===== config.mk =====
export PLATFORM = sky130hd
export DESIGN_NAME = apc_dp
export DESIGN_NICKNAME = d
export VERILOG_FILES = /design/src/design/apc_pkg.sv /design/src/design/apc_dp.sv
export SDC_FILE = /design/constraint.sdc
export NUM_CORES = 1
export LEC_CHECK = 0
export BUFFER_PORTS_ARGS = -buffer_cell sky130_fd_sc_hd__buf_2
export CAP_MARGIN = 0
export CORE_MARGIN = 2
export CORE_UTILIZATION = 50
export CTS_CLUSTER_SIZE = 24
export DETAILED_ROUTE_END_ITERATION = 10
export PLACE_DENSITY = 0.66
export SKIP_LAST_GASP = 1
export SYNTH_ARGS = -nofsm -noshare
export SYNTH_HDL_FRONTEND = slang
export SYNTH_SLANG_ARGS = --single-unit

===== constraint.sdc =====
create_clock -name clk_i -period 9.7 [get_ports clk_i]
set_input_delay 1.94 -clock clk_i [delete_from_list [all_inputs] [get_ports clk_i]]
set_output_delay 1.94 -clock clk_i [all_outputs]
set_load 0.005 [all_outputs]

===== src/design/apc_pkg.sv =====
// Package: widths, reset values, register indexes and controller/datapath interface types.
`timescale 1ns / 1ps
package apc_pkg;

  localparam int NUM_WIDTH = 16;
  localparam int OPW       = (NUM_WIDTH > 16) ? NUM_WIDTH : 16;
  localparam int SUMW      = OPW + 3;
  localparam int CNT_W     = $clog2(OPW);
  localparam int CFG_W     = 16;
  localparam int IN_W      = 16;
  localparam int OUT_W     = 18;
  localparam int IDX_W     = 1;

  localparam logic [CFG_W-1:0] LOWER_RESET = 16'd1000;
  localparam logic [CFG_W-1:0] UPPER_RESET = 16'hFFFF;
  localparam logic [OPW-1:0]   NUM_MASK    = {OPW{1'b1}} >> (OPW - NUM_WIDTH);

  typedef enum logic [IDX_W-1:0] {
    REG_LOWER = 1'b0,
    REG_UPPER = 1'b1
  } reg_idx_e;

  typedef struct packed {
    logic begin1;
    logic begin2;
    logic step;
    logic accum;
    logic emit1;
    logic emit2;
  } apc_cmd_t;

  typedef struct packed {
    logic div_last;
    logic stop;
    logic eligible;
  } apc_stat_t;

endpackage


===== src/design/apc_dp.sv =====
// Datapath: bound registers, trial divisor, restoring divider, sum accumulator, result registers.
`timescale 1ns / 1ps
module apc_dp
  import apc_pkg::*;
(
  input  logic             clk_i,
  input  logic             rst_ni,
  input  logic             cfg_we_i,
  input  logic [IDX_W-1:0] cfg_idx_i,
  input  logic [CFG_W-1:0] cfg_wdata_i,
  input  logic [IN_W-1:0]  candidate_i,
  input  apc_cmd_t         cmd_i,
  output apc_stat_t        stat_o,
  output logic [OUT_W-1:0] divisor_sum_o,
  output logic             is_pair_o,
  output logic             is_perfect_o
);

  logic [CFG_W-1:0] lower_q, upper_q;
  logic [OPW-1:0]   n_q, op_q, d_q, quo_q, rem_q;
  logic [SUMW-1:0]  b_q, tot_q;
  logic [CNT_W-1:0] cnt_q;
  logic [OUT_W-1:0] sum_q;
  logic             pair_q, perf_q;

  logic [OPW-1:0]  cand_n;
  logic [SUMW-1:0] ali, n_ext, lower_ext, upper_ext;
  logic [OPW:0]    trial;
  logic            trial_ge;
  logic            pair2;

  assign cand_n    = OPW'(candidate_i) & NUM_MASK;
  assign ali       = tot_q - SUMW'(op_q);
  assign n_ext     = SUMW'(n_q);
  assign lower_ext = SUMW'(lower_q);
  assign upper_ext = SUMW'(upper_q);
  assign trial     = {rem_q, quo_q[OPW-1]};
  assign trial_ge  = (trial >= {1'b0, d_q});
  assign pair2     = (ali == n_ext);

  assign stat_o.div_last = (cnt_q == CNT_W'(OPW - 1));
  assign stat_o.stop     = (quo_q < d_q);
  assign stat_o.eligible = (n_q != '0) && (n_ext >= lower_ext) && (n_ext <= upper_ext) &&
                           (ali >= n_ext) && (ali <= upper_ext);

  always_ff @(posedge clk_i or negedge rst_ni) begin
    if (!rst_ni) begin
      lower_q <= LOWER_RESET;
      upper_q <= UPPER_RESET;
    end else if (cfg_we_i) begin
      case (reg_idx_e'(cfg_idx_i))
        REG_LOWER: lower_q <= cfg_wdata_i;
        REG_UPPER: upper_q <= cfg_wdata_i;
        default: ;
      endcase
    end
  end

  always_ff @(posedge clk_i) begin
    if (cmd_i.begin1) begin
      n_q   <= cand_n;
      op_q  <= cand_n;
      quo_q <= cand_n;
      rem_q <= '0;
      cnt_q <= '0;
      d_q   <= OPW'(1);
      tot_q <= '0;
    end
    if (cmd_i.begin2) begin
      b_q   <= ali;
      op_q  <= ali[OPW-1:0];
      quo_q <= ali[OPW-1:0];
      rem_q <= '0;
      cnt_q <= '0;
      d_q   <= OPW'(1);
      tot_q <= '0;
    end
    if (cmd_i.step) begin
      if (trial_ge) begin
        rem_q <= OPW'(trial - {1'b0, d_q});
        quo_q <= {quo_q[OPW-2:0], 1'b1};
      end else begin
        rem_q <= trial[OPW-1:0];
        quo_q <= {quo_q[OPW-2:0], 1'b0};
      end
      cnt_q <= cnt_q + CNT_W'(1);
    end
    if (cmd_i.accum) begin
      if (rem_q == '0) begin
        tot_q <= tot_q + SUMW'(d_q) + ((quo_q != d_q) ? SUMW'(quo_q) : '0);
      end
      d_q   <= d_q + OPW'(1);
      quo_q <= op_q;
      rem_q <= '0;
      cnt_q <= '0;
    end
    if (cmd_i.emit1) begin
      sum_q  <= ali[OUT_W-1:0];
      pair_q <= 1'b0;
      perf_q <= 1'b0;
    end
    if (cmd_i.emit2) begin
      sum_q  <= b_q[OUT_W-1:0];
      pair_q <= pair2;
      perf_q <= pair2 && (b_q == n_ext);
    end
  end

  assign divisor_sum_o = sum_q;
  assign is_pair_o     = pair_q;
  assign is_perfect_o  = perf_q;

endmodule


==> results of run 1 <==
[sequential cells by signal (all words and copies together), names as in the netlist, 16 cells and up]
name and flops:
b_q 19, tot_q 19, divisor_sum_o 18, d_q 16, lower_q 16, n_q 16
op_q 16, quo_q 16, rem_q 16, upper_q 16
[worst max-delay path: stages (launching register included)]
cell       delay (ns)
edfxtp_1         0.39
ha_1             0.25
fa_1             0.43
nor2b_1          0.19
o2111ai_1        0.16
nand3_1          0.22
a41o_1           0.22
a21oi_1          0.11
xnor2_1          0.48
ha_1             0.35
nand4_1          0.14
nor3_1           0.09
a211oi_1         0.23
o211ai_1         0.11
o21ai_0          0.18
o2111ai_1        0.15
nor4b_1          0.38
buf_2            0.19
[power groups by stage]
stage	clock, uW	combinational [uW]	sequential (uW)
final	683	2660	1260
after global routing	716	2970	1290
after CTS	691	2630	1260
after detailed placement	0	2600	1280
after global placement	0	2560	1270
after floorplan	0	2020	1220
[routing by layer]
metal  track usage (%)  part of all wire [%]  routed length, microns  up-vias
met5                 0                     0                       0        -
li1                  -                     -                       -     4432
met4              5.93                   1.2                     342        0
met2              36.6                    44                   12800      246
met3              3.59                   5.2                    1520       27
met1              36.8                    50                   14500     4346
[per-stage QoR]
step                power, uW  hold slack, ns  utilization [%]  worst slack (ns)
global route             4980           0.515             55.8              2.71
detailed placement       3880           0.481             53.4              3.66
global placement         3830           0.455             53.4              3.74
CTS                      4590           0.492             55.8              3.14
floorplan                3240           0.441                -              4.39
finish                   4600           0.493             55.8              3.04
[cell type report]
type / count / area share (%)
Clock buffer: 18 / 3.30
Clock inverter: 14 / 1.03
Inverter: 100 / 2.88
Multi-Input combinational cell: 881 / 50.9
Sequential cell: 174 / 36.1
Tap cell: 319 / 3.07
Timing Repair Buffer: 67 / 2.63
[kinds of logic (layout without fill, tap and decap cells)]
| group | after synthesis | after routing | share of synthesized area [%] |
|---|---|---|---|
| fa+ha+maj | 149 | 149 | 17.0 |
| buf+inv | 131 | 199 | 4.22 |
| compound gates | 271 | 271 | 14.3 |
| xor+xnor | 65 | 65 | 4.81 |
| flops | 174 | 174 | 39.8 |
| mux | 63 | 63 | 5.78 |
| simple gates | 333 | 333 | 14.1 |
[layout by cell type (no fill, tap or decap), types with 21 or more instances in the layout]
master,Yosys,routed
a21o_1,22,22
a21oi_1,55,55
buf_2,0,64
dfstp_2,22,22
dfxtp_1,39,39
edfxtp_1,103,103
ha_1,130,130
inv_1,97,97
mux2_2,35,35
mux2i_1,21,21
nand2_1,80,80
nand3_1,40,40
nand4_1,23,23
nor2_1,69,69
o21ai_0,42,42
o21ai_1,62,62
xnor2_1,47,47
[worst paths after layout]
kind | depth (start not counted) | startpoint | slack (ns) | endpoint
max | 17 | op_q[0] | 3.04 | stat_o[0]
min | 2 | rem_q[11] | 0.49 | rem_q[11]
max reg2reg | 17 | d_q[2] | 4.15 | tot_q[17]
min reg2reg | 2 | rem_q[11] | 0.49 | rem_q[11]
max in group asynchronous | 1 | rst_ni | 7.67 | lower_q[10]
min in group asynchronous | 1 | rst_ni | 1.55 | lower_q[2]
==> impl_metrics.ini, run 1 <==
[synthesis]
avgSynthCellArea_sq_um = 9.97
synth_cell_types = 65
synth.most_common_cell = ha_1
async_reset_ff_share_pct = 18.4
synth_flop_cell = edfxtp_1
ys_warn_count = 0
synth_cells = 1186
yosysTopAreaCell = edfxtp_1
synth_edf_count = 103
yosysSeqAreaShare_pct = 39.8
ys_ff_latch = 174
synthesis.nets = 1377
synthTopCellsByArea = edfxtp_1 (26%), ha_1 (14%), dfxtp_1 (6.6%)
ys_top_cells_by_count = ha_1 (130), edfxtp_1 (103), inv_1 (97)
syn_area_sq_um = 11800
netlist.area_leader.share_pct = 26.2

[routing]
drc_errors = 0
drt_iter0_markers = 684
avgRoutedWirePerCell_microns = 18.5
routed_wirelength_mm = 29.1
vias = 9051
firstDrtPassIters = 5
drtAntennaViolNets = 0
via_per_inst = 5.75

[clock_network]
postCtsHoldBufs = 0
clk_path_buf_depth = 2
cts_setup_buffers = 0
cts_buffers = 17
cts_tree = built
worstSkewPairLatency_ns = 0.45
clk_pin_slew_ns = 0.07
cts_resized = 0
htreeDepth = 4
cts_root_buf = clkbuf_16
clock-sinks = 174

[pwr]
seqPwrFrac_pct = 27.5
p_int_uw = 2580
cellLeakagePower_uw = 0.00559
power_density_nw_per_um2 = 354
p_clk_share_pct = 14.8
ir_worst_vdd_mv = 0.169
p_switching_uw = 2020
p_comb_share_pct = 57.7
swShare_pct = 43.9

[layout]
diodes = 0
multiInputGateArea_sq_um = 6630
seqCellArea_sq_um = 4700
layout.cells.non_filler = 1573
area_growth_pct = 10.0
layout-drive-gt1-share_pct = 13.5
final_area_sq_um = 13000
finalNetCount = 1432
fillers = 2100

[floorplan]
die-area_sq_um = 24900
row_count = 56
core_area_sq_um = 23300
die_w_microns = 158
start_util_pct = 50.7
io_pins = 65
die_h_microns = 158

[setup_path]
cp_max_fo = 6
critPathKind = flop to output pin
cp-start-kind = flop
crit_arrival_ns = 4.72
cp_data_required_time_ns = 7.76
critPathCaptureType = output pin

[timing]
finalSetupViolCount = 0
tns_ns = 0
clock_skew_ns = 0.0129
hold_viol = 0
rsz0062_at_grt = no
finalCritPeriodShare_pct = 68.7
finalCriticalPeriod_ns = 6.66
fmax_ghz = 0.150
slew_headroom_pct = 28.3
worst_slew_pin_slew_ns = 1.07
slew_violations = 0

[global_routing]
grt_use_total_pct = 24.4
grt_pass1_vias = 8585
grt_start_max_net_pins = 46
grt_overflow = 0
antenna_found_initial = 0
grt_pass1_wl_mm = 46.8

[hold_path]
hp-class = flop to flop

[place]
place.gp.congestion = 0.854
place_area_sq_um = 12400
dp.cells = 1541
port_buffers = 64
post-dp-hpwl_mm = 22.2

[run_status]
status = finished, final reports clean

[job]
drv_cap = 0
Power figures use the tool's default switching activity.
==> inputs of run 2 (changes only) <==
--- a/config.mk
+++ b/config.mk
@@ -5,13 +5,14 @@
 export SDC_FILE = /design/constraint.sdc
 export NUM_CORES = 1
 export LEC_CHECK = 0
+export ABC_AREA = 1
 export BUFFER_PORTS_ARGS = -buffer_cell sky130_fd_sc_hd__buf_2
 export CAP_MARGIN = 0
 export CORE_MARGIN = 2
 export CORE_UTILIZATION = 50
 export CTS_CLUSTER_SIZE = 24
 export DETAILED_ROUTE_END_ITERATION = 10
-export PLACE_DENSITY = 0.66
+export PLACE_DENSITY = 0.69
 export SKIP_LAST_GASP = 1
 export SYNTH_ARGS = -nofsm -noshare
 export SYNTH_HDL_FRONTEND = slang
==> constraint.sdc (replaced) <==
create_clock -name clk_i -period 6 [get_ports clk_i]
set_input_delay 1.2 -clock clk_i [delete_from_list [all_inputs] [get_ports clk_i]]
set_output_delay 1.2 -clock clk_i [all_outputs]
set_load 0.005 [all_outputs]
==> impl_metrics.ini, run 2 <==
[clock_network]
clk_path_buf_depth = 2
htreeDepth = 4
cts_buffers = 17
postCtsHoldBufs = 0
clk_pin_slew_ns = 0.07
cts_resized = 0
cts_root_buf = clkbuf_16
cts_setup_buffers = 0
cts_tree = built
clock-sinks = 174
worstSkewPairLatency_ns = 0.44

[global_routing]
grt_pass1_wl_mm = 55.4
grt_overflow = 0
grt_use_total_pct = 26.9
grt_start_max_net_pins = 46
antenna_found_initial = 0
grt_pass1_vias = 10100

[synthesis]
synthesis.nets = 1818
async_reset_ff_share_pct = 18.4
synth_flop_cell = edfxtp_1
synthTopCellsByArea = edfxtp_1 (24%), ha_1 (13%), nand2_1 (12%)
ys_ff_latch = 174
avgSynthCellArea_sq_um = 7.80
synth_cell_types = 52
synth_fa_ha_area_share_pct = 15.8
netlist.area_leader.share_pct = 24.4
yosys.area_share.simple_pct = 24.6
synth_cells = 1627
synth_edf_count = 103
ys_warn_count = 0
synth_top_family_by_area = simple AND/OR/NAND/NOR gates
synth-xor-area-share_pct = 1.86
ys_top_cells_by_count = nand2_1 (408), inv_1 (248), ha_1 (130)
yosysSeqAreaShare_pct = 37.1
syn_area_sq_um = 12700
synth_compound_area_share_pct = 11.6
synth.most_common_cell = nand2_1
yosysTopAreaCell = edfxtp_1
synthMuxAreaShare_pct = 0.0789

[floorplan]
die_w_microns = 163
core_area_sq_um = 25000
die-area_sq_um = 26700
row_count = 58
io_pins = 65
die_h_microns = 163
start_util_pct = 50.7

[hold_path]
hp-class = flop to flop
hold_path.startpoint = cnt_q[3]
worstHoldPathCells = 1
min_to = cnt_q[3]

[layout]
diodes = 0
seqCellArea_sq_um = 4700
layout-drive-gt1-share_pct = 9.49
multiInputGateArea_sq_um = 6860
area_growth_pct = 9.37
finalNetCount = 1875
fillers = 2345
layout_commonest_cell = nand2_1
final_cell_mix = nand2_1 (408), inv_1 (248), ha_1 (130)
utilization_pct = 55.4
final_area_sq_um = 13900

[timing]
finalCritPeriodShare_pct = 86.7
finalSetupViolCount = 0
worst_slew_pin_slew_ns = 1.01
slew_headroom_pct = 32.7
fmax_ghz = 0.192
clock_skew_ns = 0.0139
rsz0062_at_grt = no
finalCriticalPeriod_ns = 5.20
tns_ns = 0
hold_viol = 0
slew_violations = 0

[routing]
vias = 11100
drtAntennaViolNets = 0
avgRoutedWirePerCell_microns = 17.2
via_per_inst = 5.46
firstDrtPassIters = 5
drt_iter0_markers = 1172
routed_wirelength_mm = 34.9
drc_errors = 0

[place]
post-dp-hpwl_mm = 27.2
port_buffers = 64
place_area_sq_um = 13300
place.gp.congestion = 0.945

[setup_path]
reg2reg_slack_ns = 1.54
r2r_end = tot_q[15]
crit_arrival_ns = 4.00
critPathCaptureType = output pin
cp_data_required_time_ns = 4.80
reg2reg_depth = 19
reg2reg_from = d_q[10]
critPathKind = flop to output pin
cp_max_fo = 5
cp-start-kind = flop

[job]
drv_cap = 0

[pwr]
power_density_nw_per_um2 = 489
p_total_uw = 6780
ir_worst_vdd_mv = 0.211
cellLeakagePower_uw = 0.00679

[run_status]
status = finished, final reports clean
## run 2: changes by cell type after synthesis, moves of 35 or more
cell / change
o21ai_0: +65
mux2_2: -35
a21oi_1: +47
nand3_1: +65
nand2_1: +328
inv_1: +151
o21ai_1: -52
## run 2: cell families (layout without fill, tap and decap cells)
| family | count (synthesis) | after routing |
|---|---|---|
| AO/OA/AOI/OAI | 270 | 270 |
| XOR/XNOR | 27 | 27 |
| adder cells (fa/ha/maj) | 149 | 149 |
| buffers and inverters | 288 | 358 |
| flip-flops | 174 | 174 |
| multiplexers | 1 | 1 |
| AND/OR/NAND/NOR | 718 | 718 |
## run 2: stage by stage
| step | worst slack [ns] | hold WS, ns | instances |
|---|---|---|---|
| 6_report | 0.798 | 0.470 | 2027 |
| 5_1_grt | 0.478 | 0.495 | 2027 |
| 2_1_floorplan | 1.98 | 0.436 | 1627 |
| 3_3_place_gp | 1.40 | 0.463 | 1995 |
| 4_1_cts | 0.862 | 0.471 | 2027 |
| 3_5_place_dp | 1.36 | 0.463 | 1995 |
## run 2: area by class of cell
type                    instances  area share, %
clock buffers                  19           3.19
clock inverters                13          0.920
inverters                     255           6.91
multi-input cells            1165           49.4
flip-flops and latches        174           33.9
well taps                     330           2.98
repair buffers                 71           2.69
## run 2: worst max-delay path by stage
stage | from | to | slack, ns | depth (start not counted)
floorplan | op_q[0] | stat_o[0] | 1.98 | 18
global route | op_q[0] | stat_o[0] | 0.48 | 19
detailed placement | op_q[0] | stat_o[0] | 1.36 | 19
global placement | op_q[0] | stat_o[0] | 1.40 | 19
finish | op_q[0] | stat_o[0] | 0.80 | 19
CTS | op_q[0] | stat_o[0] | 0.86 | 19
## run 2: metal layers
layer,vias to the layer above,track usage [%],part of all wire (%)
met5,-,0,0
met4,0,5.59,1.0
met3,31,3.45,6.3
met2,341,39.0,42
met1,5146,42.5,51
li1,5541,-,-
## run 2: critical path, stage by stage, from the launching register on
cell and delay [ns]:
edfxtp_1 0.40, ha_1 0.27, fa_1 0.42, inv_1 0.14
nand3_1 0.08, nand2_1 0.10, nand2_1 0.08, nand2_1 0.11
a21oi_1 0.11, xnor2_1 0.45, ha_1 0.22, nand2_1 0.06
nor3_1 0.24, nand2_1 0.08, nor4_1 0.26, nor2_1 0.07
a21oi_1 0.15, nand3_1 0.10, nor2_1 0.11, buf_2 0.12
## run 2: power breakdown
part           internal [uW]  switching (uW)
combinational           1290            2480
clock                    593             522
sequential              1670             221
==> inputs of run 3 (changes only) <==
--- a/config.mk
+++ b/config.mk
@@ -12,6 +12,7 @@
 export CORE_UTILIZATION = 50
 export CTS_CLUSTER_SIZE = 24
 export DETAILED_ROUTE_END_ITERATION = 10
+export GPL_TIMING_DRIVEN = 0
 export PLACE_DENSITY = 0.69
 export SKIP_LAST_GASP = 1
 export SYNTH_ARGS = -nofsm -noshare
==> impl_metrics.ini, run 3 (synthesized netlist as in run 2, its figures left out) <==
[global_routing]
grt_start_max_net_pins = 33
grt_use_total_pct = 27.7
antenna_found_initial = 0
grt_overflow = 0
grt_pass1_wl_mm = 57.0
grt_pass1_vias = 10700

[pwr]
p_switching_uw = 3230
swShare_pct = 47.0
ir_worst_vdd_mv = 0.263
p_clk_share_pct = 16.2
cellLeakagePower_uw = 0.00683
p_int_uw = 3640
p_comb_share_pct = 56.1
seqPwrFrac_pct = 27.7
power_density_nw_per_um2 = 491
p_total_uw = 6860

[clock_network]
clk_path_buf_depth = 2
clk_pin_slew_ns = 0.06
htreeDepth = 4
worstSkewPairLatency_ns = 0.44
clock-sinks = 174
postCtsHoldBufs = 0
cts_root_buf = clkbuf_16
cts_resized = 0
cts_tree = built
cts_buffers = 17
cts_setup_buffers = 0

[floorplan]
io_pins = 65
row_count = 58
die_w_microns = 163
start_util_pct = 50.7
die_h_microns = 163
core_area_sq_um = 25000
die-area_sq_um = 26700

[setup_path]
r2r_end = tot_q[11]
crit_end = stat_o[0]
cp_max_fo = 5
critPathKind = flop to output pin
crit_arrival_ns = 4.33
critPathCaptureType = output pin
reg2reg_depth = 21
cp-start-kind = flop
cp-startpoint = op_q[0]
cp_data_required_time_ns = 4.80
reg2reg_from = d_q[15]
reg2reg_slack_ns = 1.43

[timing]
slew_headroom_pct = 35.8
tns_ns = 0
worst_slew_pin_slew_ns = 0.962
slew_violations = 0
finalSetupViolCount = 0
fmax_ghz = 0.181
hold_viol = 0
clock_skew_ns = 0.00991
finalCriticalPeriod_ns = 5.53
rsz0062_at_grt = no
final.hold.worst_slack_ns = 0.467
finalCritPeriodShare_pct = 92.1

[layout]
multiInputGateArea_sq_um = 6860
layout-drive-gt1-share_pct = 9.65
final_cell_mix = nand2_1 (408), inv_1 (248), ha_1 (130)
diodes = 0
layout_commonest_cell = nand2_1
area_growth_pct = 10.2
utilization_pct = 55.8
finalNetCount = 1899
seqCellArea_sq_um = 4700
fillers = 2365

[routing]
drt_iter0_markers = 1199
drc_errors = 0
via_per_inst = 5.57
routed_wirelength_mm = 36.3
drtAntennaViolNets = 0
avgRoutedWirePerCell_microns = 17.7
firstDrtPassIters = 6
vias = 11400

[place]
port_buffers = 62
post-dp-hpwl_mm = 28.9
place.gp.congestion = 0.972

[run_status]
status = finished, final reports clean

[hold_path]
worstHoldPathCells = 1
hp-class = flop to flop

[job]
drv_cap = 0
[run 3: changes by cell type in the layout (fill, tap and decap cells not counted), moves of 3 or more]
cell      previous run  this run
buf_2               64        70
clkbuf_1             1        18
buf_4                7         2
buf_6                0         3
buf_1                0         3
[run 3: worst max-delay path: stages, from the launching register on]
cell and delay [ns]:
edfxtp_1 0.42, ha_1 0.27, fa_1 0.41, inv_1 0.15
nand3_1 0.09, nand2_1 0.11, nand2_1 0.09, nand2_1 0.12
a21oi_1 0.12, xnor2_1 0.50, ha_1 0.23, nand2_1 0.05
nor3_1 0.40, nand2_1 0.09, nor4_1 0.27, nor2_1 0.08
a21oi_1 0.15, nand3_1 0.09, nor2_1 0.12, buf_2 0.13
[run 3: per-stage QoR]
stage	cell area, sq um	cells	worst slack (ns)
5_1_grt	14000	2051	0.151
3_5_place_dp	13400	2019	1.08
3_3_place_gp	13400	2019	1.07
6_report	14000	2051	0.473
4_1_cts	14000	2051	0.569
2_1_floorplan	12700	1627	1.98
[run 3: worst min path at each step]
| stage | startpoint | endpoint | slack, ns |
|---|---|---|---|
| after floorplan | cnt_q[3] | cnt_q[3] | 0.44 |
| after global placement | cnt_q[3] | cnt_q[3] | 0.45 |
| after detailed placement | cnt_q[3] | cnt_q[3] | 0.46 |
| after CTS | cnt_q[3] | cnt_q[3] | 0.47 |
| after global routing | lower_q[3] | lower_q[3] | 0.51 |
| final | cnt_q[3] | cnt_q[3] | 0.47 |
[run 3: per-layer routing]
metal	vias up	GRT usage (%)	wire length (microns)	part of all wire [%]
met5	-	0	0	0
met4	0	6.64	569	1.6
met3	38	4.44	2720	7.5
met2	443	42.4	15800	44
met1	5357	41.1	17100	47
li1	5586	-	-	-
[run 3: power groups by stage]
stage               Sequential [uW]  Clock (uW)  Combinational, uW
floorplan                      1850           0               2790
detailed placement             1920           0               3760
global placement               1910           0               3690
finish                         1900        1110               3850
CTS                            1900        1120               3800
global route                   1940        1160               4340
[run 3: area by class of cell]
cell class	instances	share of cell area (%)
multi-input combinational	1165	49.1
inverter	255	6.86
sequential	174	33.6
timing repair buffer	62	2.22
buffer	33	1.20
clock inverter	11	0.761
tap	330	2.95
clock buffer	21	3.29
